File: config.mk
export PLATFORM = sky130hd
export DESIGN_NAME = salru_front
export DESIGN_NICKNAME = d
export VERILOG_FILES = /design/src/salru_pkg.sv /design/src/salru_front.sv
export SDC_FILE = /design/constraint.sdc
export NUM_CORES = 1
export LEC_CHECK = 0
export ABC_CLOCK_PERIOD_IN_PS = 9300
export BUFFER_PORTS_ARGS = -buffer_cell sky130_fd_sc_hd__buf_4
export CAP_MARGIN = 20
export CORE_MARGIN = 5
export CORE_UTILIZATION = 50
export CTS_CLUSTER_SIZE = 14
export DETAILED_ROUTE_END_ITERATION = 7
export PLACE_DENSITY_LB_ADDON = 0.05
export SYNTH_ARGS = -nofsm -noshare
export SYNTH_HDL_FRONTEND = slang
export SYNTH_SLANG_ARGS = --single-unit
File: constraint.sdc
create_clock -name clk_i -period 9.3 [get_ports clk_i]
set_input_delay 2.79 -clock clk_i [delete_from_list [all_inputs] [get_ports clk_i]]
set_output_delay 2.79 -clock clk_i [all_outputs]
set_load 0.01 [all_outputs]
File: src/salru_pkg.sv
// ----------------------------------------------------------------------------
// salru_pkg
// Shared types and constants for the set-associative LRU cache lookup block.
// ----------------------------------------------------------------------------
package salru_pkg;

  localparam int MAX_SET_BITS = 8;
  localparam int MAX_WAYS     = 8;
  localparam int ADDR_BITS    = 64;

  // Set index is at least one bit wide so the row store always has an address.
  localparam int SET_W    = (MAX_SET_BITS > 0) ? MAX_SET_BITS : 1;
  localparam int NUM_SETS = 2 ** SET_W;
  localparam int RANK_W   = (MAX_WAYS > 1) ? $clog2(MAX_WAYS) : 1;
  localparam int LIM_W    = RANK_W + 1;
  localparam int CNT_W    = 32;

  // Configuration port
  localparam int CFG_IDX_W  = 2;
  localparam int CFG_DATA_W = 6;
  localparam int SBITS_W    = 4;
  localparam int OFF_W      = 6;
  localparam int WAYS_W     = 4;

  localparam logic [CFG_IDX_W-1:0] REG_SET_BITS    = 2'd0;
  localparam logic [CFG_IDX_W-1:0] REG_OFFSET_BITS = 2'd1;
  localparam logic [CFG_IDX_W-1:0] REG_WAYS        = 2'd2;

  typedef enum logic [1:0] {
    FUNC_LOAD   = 2'd0,
    FUNC_STORE  = 2'd1,
    FUNC_MODIFY = 2'd2,
    FUNC_IFETCH = 2'd3
  } func_e;

  typedef struct packed {
    func_e       func;
    logic [63:0] address;
  } req_t;

  typedef struct packed {
    logic             was_miss;
    logic             evicted;
    logic [1:0]       hits_added;
    logic [CNT_W-1:0] hits_total;
    logic [CNT_W-1:0] misses_total;
    logic [CNT_W-1:0] evictions_total;
  } res_t;

  // Classified access, passed from front to back
  typedef struct packed {
    logic                 ifetch;
    logic                 modify;
    logic [SET_W-1:0]     set_idx;
    logic [ADDR_BITS-1:0] tag;
    logic [MAX_WAYS-1:0]  way_en;
  } item_t;

  typedef struct packed {
    logic                 vld;
    logic [RANK_W-1:0]    rank;
    logic [ADDR_BITS-1:0] tag;
  } line_t;

  typedef line_t [MAX_WAYS-1:0] row_t;

  localparam int ROW_W = $bits(row_t);

  typedef enum logic {
    BK_READ,
    BK_UPDATE
  } back_state_e;

endpackage

File: src/salru_front.sv
// ----------------------------------------------------------------------------
// salru_front
// Holds the geometry registers, splits each access into set and tag and
// queues the classified access for the back end (two entries).
// ----------------------------------------------------------------------------
module salru_front import salru_pkg::*; (
  input  logic                  clk_i,
  input  logic                  rst_ni,
  input  logic                  cfg_we_i,
  input  logic [CFG_IDX_W-1:0]  cfg_idx_i,
  input  logic [CFG_DATA_W-1:0] cfg_data_i,
  input  logic                  push,
  output logic                  full,
  input  req_t                  req_i,
  output logic                  item_vld_o,
  output item_t                 item_o,
  input  logic                  item_pop_i
);

  logic [SBITS_W-1:0] sbits_q;
  logic [OFF_W-1:0]   off_q;
  logic [WAYS_W-1:0]  ways_q;

  always_ff @(posedge clk_i or negedge rst_ni) begin
    if (!rst_ni) begin
      sbits_q <= '0;
      off_q   <= '0;
      ways_q  <= WAYS_W'(1);
    end else if (cfg_we_i) begin
      case (cfg_idx_i)
        REG_SET_BITS:    sbits_q <= cfg_data_i[SBITS_W-1:0];
        REG_OFFSET_BITS: off_q   <= cfg_data_i[OFF_W-1:0];
        REG_WAYS:        ways_q  <= cfg_data_i[WAYS_W-1:0];
        default: ;
      endcase
    end
  end

  // Classification
  logic [SBITS_W-1:0]   sbits_eff;
  logic [WAYS_W:0]      ways_eff;
  logic [SET_W-1:0]     set_mask;
  logic [ADDR_BITS-1:0] addr;
  logic [ADDR_BITS-1:0] set_raw;
  logic [OFF_W:0]       tag_sh;
  item_t                item_new;

  always_comb begin
    sbits_eff = (sbits_q > SBITS_W'(MAX_SET_BITS)) ? SBITS_W'(MAX_SET_BITS) : sbits_q;
    if (ways_q == '0) begin
      ways_eff = (WAYS_W+1)'(1);
    end else if ({1'b0, ways_q} > (WAYS_W+1)'(MAX_WAYS)) begin
      ways_eff = (WAYS_W+1)'(MAX_WAYS);
    end else begin
      ways_eff = {1'b0, ways_q};
    end
    set_mask = ~({SET_W{1'b1}} << sbits_eff);
    addr     = req_i.address[ADDR_BITS-1:0];
    set_raw  = addr >> off_q;
    tag_sh   = {1'b0, off_q} + (OFF_W+1)'(sbits_eff);

    item_new.ifetch  = (req_i.func == FUNC_IFETCH);
    item_new.modify  = (req_i.func == FUNC_MODIFY);
    item_new.set_idx = set_raw[SET_W-1:0] & set_mask;
    item_new.tag     = addr >> tag_sh;   // shifts of 64 or more give zero
    for (int i = 0; i < MAX_WAYS; i++) begin
      item_new.way_en[i] = ((WAYS_W+1)'(i) < ways_eff);
    end
  end

  // Two-entry item queue
  item_t      q_mem [2];
  logic       wr_q, rd_q;
  logic [1:0] cnt_q;
  logic       do_push, do_pop;

  assign full       = (cnt_q == 2'd2);
  assign do_push    = push && !full;
  assign do_pop     = item_pop_i && (cnt_q != 2'd0);
  assign item_vld_o = (cnt_q != 2'd0);
  assign item_o     = q_mem[rd_q];

  always_ff @(posedge clk_i) begin
    if (do_push) begin
      q_mem[wr_q] <= item_new;
    end
  end

  always_ff @(posedge clk_i or negedge rst_ni) begin
    if (!rst_ni) begin
      wr_q  <= 1'b0;
      rd_q  <= 1'b0;
      cnt_q <= 2'd0;
    end else begin
      if (do_push) wr_q <= ~wr_q;
      if (do_pop)  rd_q <= ~rd_q;
      case ({do_push, do_pop})
        2'b10:   cnt_q <= cnt_q + 2'd1;
        2'b01:   cnt_q <= cnt_q - 2'd1;
        default: cnt_q <= cnt_q;
      endcase
    end
  end

endmodule

==> impl_results.rst, run 1 <==
.. list-table::
   :header-rows: 1

   * - Metric
     - Value
   * - Status
     - complete, no violations
   * - CTS hold repair buffers
     - 0
   * - Global Route met1 Usage
     - 41.5%
   * - Placed cell area
     - 0.0152 mm²
   * - Net count, final
     - 1354
   * - Slew of the pin with the lowest slew margin
     - 1.14 ns
   * - Deepest clock path buffer count
     - 2
   * - Final routed wire length divided by cell count
     - 27.5 µm
   * - Int Power
     - 3.22 mW
   * - First-iteration detailed-routing DRC count
     - 1189
   * - Clock net sink count
     - 182
   * - Vias in the first global route
     - 10456
   * - Mapped cell area
     - 0.0138 mm²
   * - Count of yosys warnings during synthesis
     - 0
   * - Overall die area
     - 0.0310 mm²
   * - Fraction of the yosys area taken by sequential cells
     - 39.0%
   * - Min Clock Period, post-route
     - 5.27 ns
   * - Total via count in the routed design
     - 10846
   * - IO Count
     - 163
   * - Final TNS setup
     - 0 ns
   * - Largest net degree at the start of global routing
     - 72
   * - Post-layout total power
     - 5.92 mW
   * - Unrepaired setup endpoints after global routing
     - false
   * - Synth area leader
     - edfxtp_1
   * - Synthesis-to-finish area growth
     - 14.5%
   * - Total of flip-flops plus latches after synthesis
     - 182
   * - Worst Hold Class
     - reg2reg
   * - Post-CTS sizing
     - 0
   * - Data required time of the critical path
     - 6.51 ns
   * - Switching component of the power
     - 2.70 mW
   * - Switch share
     - 45.6%
   * - Leading register cell type out of synthesis
     - edfxtp_1
   * - Die Y
     - 176 µm
   * - Hpwl dp
     - 32.7 mm
   * - Vias per Instance
     - 6.68
   * - Critical Path Sink Type
     - primary output
   * - First-pass detailed-route iteration total
     - 7
   * - Number of placed cells counting well taps
     - 1591
   * - Setup CP Type
     - reg2out
   * - Post-synth EDFFs
     - 164
   * - Worst max-slew margin expressed relative to the limit
     - 24.1%
   * - Critical hold path startpoint
     - cnt_q[1]
   * - CTS clk-pin slew, worst paths
     - 0.08 ns
   * - Number of clock buffers inserted by TritonCTS
     - 17
   * - Fraction of post-synthesis cell area in the top cell type by area
     - 35.7%
   * - Setup slack of the most critical reg-to-reg path
     - 4.32 ns
   * - Initial antenna violation count
     - 0
   * - Share of the core filled with cells in the final layout
     - 58.4%
   * - Sequential cell fraction of total power
     - 24.3%
   * - Starting utilization of the core area
     - 51.0%
   * - Setup crit start kind
     - flop
   * - Area of all placed cells without fillers
     - 0.0158 mm²
   * - Clock share of power
     - 12.7%
   * - Cell count after synthesis
     - 1163
   * - Dpl ws
     - 4.25 ns
   * - CTS tree
     - done
   * - Peak Freq
     - 190 MHz
   * - GRT Residual Overflow
     - 0
   * - DRC violations left
     - 0
   * - Most frequent cell after synthesis
     - edfxtp_1
   * - Count of inserted antenna diode cells
     - 0
   * - Most numerous cell types in the synthesized netlist
     - edfxtp_1, mux2_2, mux2i_1
   * - Std-Cell Core Area
     - 0.0270 mm²
   * - Drt total wl
     - 44.6 mm
   * - Slew Limit Fails
     - 0
   * - Global-route wire length before repair
     - 66.8 mm
   * - Clock Latency Late Sink
     - 0.44 ns
   * - Met3 usage in global routing
     - 5.65%
   * - PwrDens
     - 375 mW/mm²
   * - Number of hold violations in the final report
     - 0
   * - GRT met2 Usage
     - 42.9%
   * - Layer with the highest usage
     - met2
   * - Die width
     - 176 µm
   * - Post-synth cell types
     - 68
   * - Final count of negative-setup-slack endpoints
     - 0
   * - Worst R2R Path Depth
     - 12
   * - Global Route Usage Sum
     - 28.4%
   * - Finished Layout Cells
     - 1623
   * - Worst clock skew
     - 0.0194 ns
   * - Final Wtd Congestion
     - 0.979
   * - CTS H-tree lvls
     - 4
   * - Static Leak
     - 6.07 nW
   * - Final critical-path share of the clock period
     - 56.7%
   * - Buffer cell driving the clock tree root
     - clkbuf_16
   * - Count of antenna-violating nets left after detailed routing
     - 0
   * - Worst-path fanout max
     - 66
   * - Post-route worst hold slack
     - 0.512 ns
   * - Number of rows in the core area
     - 60
   * - Port Buf Inserts
     - 162
   * - Power share of the combinational group
     - 63.1%
   * - Worst IR drop on VDD
     - 0.170 mV
   * - Post-route setup slack
     - 4.03 ns
   * - Most area-consuming cells after synthesis
     - edfxtp_1, mux4_2, mux2_2, mux2i_1, nand2_1
   * - Terminating pin of the worst hold path
     - cnt_q[1]
   * - Number of buffers inserted by post-CTS setup repair
     - 0
   * - Reg2reg end
     - q_mem[0][21]
   * - Fraction of synthesis flops using an asynchronous set or reset pin
     - 9.89%
   * - Data arrival, critical path
     - 2.48 ns
   * - Share of final-layout standard cells stronger than drive strength 1
     - 36.3%
   * - Worst reg2reg path startpoint
     - off_q[1]
   * - Max-capacitance violation count
     - 0
   * - Worst hold path cell count
     - 1
   * - Average footprint of a synthesized cell
     - 11.9 µm²
kinds of logic (layout without fill, tap and decap cells):
family | after synthesis | after routing | share of synthesized area [%]
mux | 359 | 359 | 36.5
compound gates | 204 | 204 | 9.87
buf+inv | 112 | 230 | 3.94
other cells | 1 | 2 | 0.0272
xor+xnor | 13 | 13 | 0.962
simple gates | 286 | 286 | 9.07
fa+ha+maj | 6 | 6 | 0.599
flops | 182 | 182 | 39.0
worst max path at each step:
stage / startpoint / endpoint / cells past startpoint
floorplan: push / q_mem[0][0] / 2
global placement: req_i[62] / q_mem[0][9] / 7
detailed placement: req_i[63] / q_mem[0][8] / 7
CTS: rd_q / item_o[15] / 3
global route: rd_q / item_o[15] / 3
finish: rd_q / item_o[15] / 3
layout make-up:
class | count | area (µm²)
fill | 2296 | 11200
multi-input combinational | 870 | 7930
inverter | 14 | 52.6
tap | 341 | 427
clock buffer | 18 | 429
clock inverter | 14 | 178
sequential | 182 | 5390
timing repair buffer | 184 | 1380
critical path, stage by stage (launching register included):
cell     delay [ns]
dfrtp_4        0.60
buf_4          0.73
mux2_2         0.46
buf_4          0.15
power groups by stage:
stage	Sequential, mW	Clock [mW]	Combinational, mW
2_1_floorplan	1.42	0	2.49
3_3_place_gp	1.44	0	3.67
3_5_place_dp	1.45	0	3.67
4_1_cts	1.44	0.760	3.69
5_1_grt	1.46	0.793	3.97
6_report	1.44	0.748	3.73
registers in the layout (all words and copies together) (netlist names):
| register | count |
|---|---|
| off_q | 6 |
| q_mem | 164 |
| sbits_q | 4 |
| rd_q | 1 |
| wr_q | 1 |
| cnt_q | 2 |
| ways_q | 4 |
metal layers:
metal / vias to the layer above / part of all wire, %
met5: - / 0
met4: 0 / 3.0
met3: 82 / 9.2
met2: 616 / 45
met1: 5383 / 42
li1: 4765 / -
cell usage in the layout (no fill, tap or decap), types with 6 or more instances in the layout:
cell type	instances
nand2_1	124
clkbuf_16	17
and2_1	6
a22oi_1	8
mux4_2	93
a221oi_1	7
o211ai_1	17
mux2_2	131
a32oi_1	8
mux2i_1	126
a31oi_1	7
a211oi_1	8
o21ai_0	37
inv_1	11
nand3_1	28
nand2b_1	8
buf_4	184
nor2_1	81
edfxtp_1	164
nor3_1	8
a21o_1	11
o22ai_1	11
a21oi_1	50
clkinv_8	6
dfrtp_1	14
mux4_1	7
(Power assumes the default switching activity.)
==> run 2: changes to the inputs <==
ABC_CLOCK_PERIOD_IN_PS = 4350   (was 9300)
clock period = 4.35 ns   (was 9.3 ns; I/O delays follow)
==> run 2 against run 1 <==
  * Combinational power up 120%
  * Design area up 1.9%
  * Count of clock-buffer cells in the layout down 1
  * Via count up 2.6%
  * Setup slack worse by 3.7 ns
  * Sequential share of layout area down 0.64 points
  * Sequential cell count unchanged
  * Critical path depth up 8
  * Utilization up 1.1 points
  * Critical path type is now reg2reg
  * Largest cell class unchanged
==> impl_results.rst, run 2 (synthesis gave the netlist of run 1 again) <==
.. list-table::
   :header-rows: 1

   * - Metric
     - Value
   * - Status
     - complete, no violations
   * - Max-capacitance violation count
     - 0
   * - Static Leak
     - 6.24 nW
   * - Reg2reg end
     - q_mem[1][10]
   * - Die width
     - 176 µm
   * - First-iteration detailed-routing DRC count
     - 1226
   * - IO Count
     - 163
   * - CTS H-tree lvls
     - 4
   * - Post-route worst hold slack
     - 0.493 ns
   * - Commonest non-fill, non-tap cell in the layout
     - buf_4
   * - Worst reg2reg path startpoint
     - sbits_q[0]
   * - Unrepaired setup endpoints after global routing
     - false
   * - Global Route Usage Sum
     - 29.1%
   * - Final routed wire length divided by cell count
     - 27.8 µm
   * - Net count, final
     - 1381
   * - End of the critical path
     - q_mem[1][10]
   * - Crit-path slowest cell
     - mux2i_1
   * - Vias in the first global route
     - 10916
   * - Slew of the pin with the lowest slew margin
     - 0.837 ns
   * - Number of clock buffers inserted by TritonCTS
     - 17
   * - Finished Layout Cells
     - 1650
   * - Worst clock skew
     - 0.0187 ns
   * - Die Y
     - 176 µm
   * - DRC violations left
     - 0
   * - Setup crit start kind
     - flop
   * - Clock net sink count
     - 182
   * - Count of antenna-violating nets left after detailed routing
     - 0
   * - First-pass detailed-route iteration total
     - 5
   * - Number of hold violations in the final report
     - 0
   * - Data arrival, critical path
     - 4.20 ns
   * - PwrDens
     - 805 mW/mm²
   * - Worst IR drop on VDD
     - 0.452 mV
   * - Buffer cell driving the clock tree root
     - clkbuf_16
   * - Largest Register
     - q_mem
   * - Crit-path max cell delay
     - 0.52 ns
   * - Number of placed cells counting well taps
     - 1618
   * - Cell-by-cell trace of the critical path
     - nor2b_4 > ha_1 > inv_1 > fa_2 > xnor2_2 > buf_12 > mux4_1 > mux2i_1 > nand2_1 > a32oi_1 > o211ai_1
   * - Final count of negative-setup-slack endpoints
     - 0
   * - Min Clock Period, post-route
     - 4.07 ns
   * - GRT Residual Overflow
     - 0
   * - Synthesis-to-finish area growth
     - 16.6%
   * - Deepest clock path buffer count
     - 2
   * - Setup CP Type
     - reg2reg
   * - Hpwl dp
     - 34.4 mm
   * - CTS tree
     - done
   * - Worst-path fanout max
     - 67
   * - Vias per Instance
     - 6.74
   * - Drt total wl
     - 45.9 mm
   * - Clock Latency Late Sink
     - 0.44 ns
   * - Final TNS setup
     - 0 ns
   * - Initial antenna violation count
     - 0
   * - Number of buffers inserted by post-CTS setup repair
     - 0
   * - Post-layout total power
     - 13.0 mW
   * - Starting utilization of the core area
     - 51.0%
   * - Worst max-slew margin expressed relative to the limit
     - 44.0%
   * - Worst R2R Path Depth
     - 11
   * - Critical path launch point
     - sbits_q[0]
   * - Number of rows in the core area
     - 60
   * - Total via count in the routed design
     - 11126
   * - WP depth
     - 11
   * - CTS clk-pin slew, worst paths
     - 0.09 ns
   * - Commonest cells after routing, fill and taps aside
     - buf_4, edfxtp_1, mux2_2, mux2i_1, nand2_1
   * - Critical Path Sink Type
     - flop
   * - CTS hold repair buffers
     - 0
   * - Registers with the highest flip-flop counts
     - q_mem x164, off_q x6
   * - Data required time of the critical path
     - 4.48 ns
   * - Std-Cell Core Area
     - 0.0270 mm²
   * - Crit-path leading delay family
     - multiplexers
   * - Slew Limit Fails
     - 0
   * - Final Wtd Congestion
     - 0.994
   * - Number of flip-flops in the largest register
     - 164
   * - Setup slack of the most critical reg-to-reg path
     - 0.28 ns
   * - Post-CTS sizing
     - 0
   * - Worst Hold Class
     - reg2reg
   * - Final critical-path share of the clock period
     - 93.6%
   * - Global-route wire length before repair
     - 68.7 mm
   * - Largest net degree at the start of global routing
     - 70
   * - Port Buf Inserts
     - 162
   * - Overall die area
     - 0.0310 mm²
   * - Peak Freq
     - 246 MHz
   * - Share of final-layout standard cells stronger than drive strength 1
     - 37.5%
   * - Total buffers and inverters traversed by the critical path
     - 2
   * - Count of inserted antenna diode cells
     - 0
run 2: cell types whose count changed in the layout (fill, tap and decap cells not counted), sizes merged:
| cell | change |
|---|---|
| clkinv | +2 |
| clkbuf | -1 |
| inv | -1 |
| buf | +27 |
run 2: worst min path at each step:
| stage | cells past startpoint | end | startpoint | slack (ns) |
|---|---|---|---|---|
| finish | 1 | cnt_q[1] | cnt_q[1] | 0.49 |
| detailed placement | 1 | cnt_q[1] | cnt_q[1] | 0.48 |
| CTS | 1 | cnt_q[1] | cnt_q[1] | 0.49 |
| floorplan | 1 | cnt_q[1] | cnt_q[1] | 0.46 |
| global placement | 1 | cnt_q[1] | cnt_q[1] | 0.48 |
| global route | 1 | cnt_q[1] | cnt_q[1] | 0.53 |
run 2: stage by stage:
stage | setup slack (ns) | instance area [µm²] | utilization [%]
finish | 0.280 | 16100 | 59.5
CTS | 0.365 | 16100 | 59.5
floorplan | 0.385 | 13800 | -
global placement | 0.493 | 15500 | 57.3
detailed placement | 0.396 | 15500 | 57.3
global route | 0.0507 | 16100 | 59.5
run 2: layout make-up:
cell class | count | area [µm²]
fillers | 2256 | 10900
well taps | 341 | 427
multi-input cells | 870 | 7930
clock buffers | 17 | 425
inverters | 14 | 52.6
flip-flops and latches | 182 | 5380
clock inverters | 15 | 184
repair buffers | 211 | 1680
run 2: metal layers:
metal	vias to the layer above	track usage [%]	part of all wire, %
met4	0	11.1	4.0
met1	5592	42.4	43
met5	-	0	0
met2	637	44.7	45
li1	4809	-	-
met3	88	3.98	8.2
run 2: power breakdown:
part / total (mW) / leakage [nW] / internal [mW] / switching [mW]
logic: 8.27 / 4.19 / 3.47 / 4.80
clock network: 1.59 / 0.294 / 0.781 / 0.811
registers: 3.09 / 1.75 / 2.86 / 0.233
total: 13.0 / 6.24 / 7.11 / 5.85
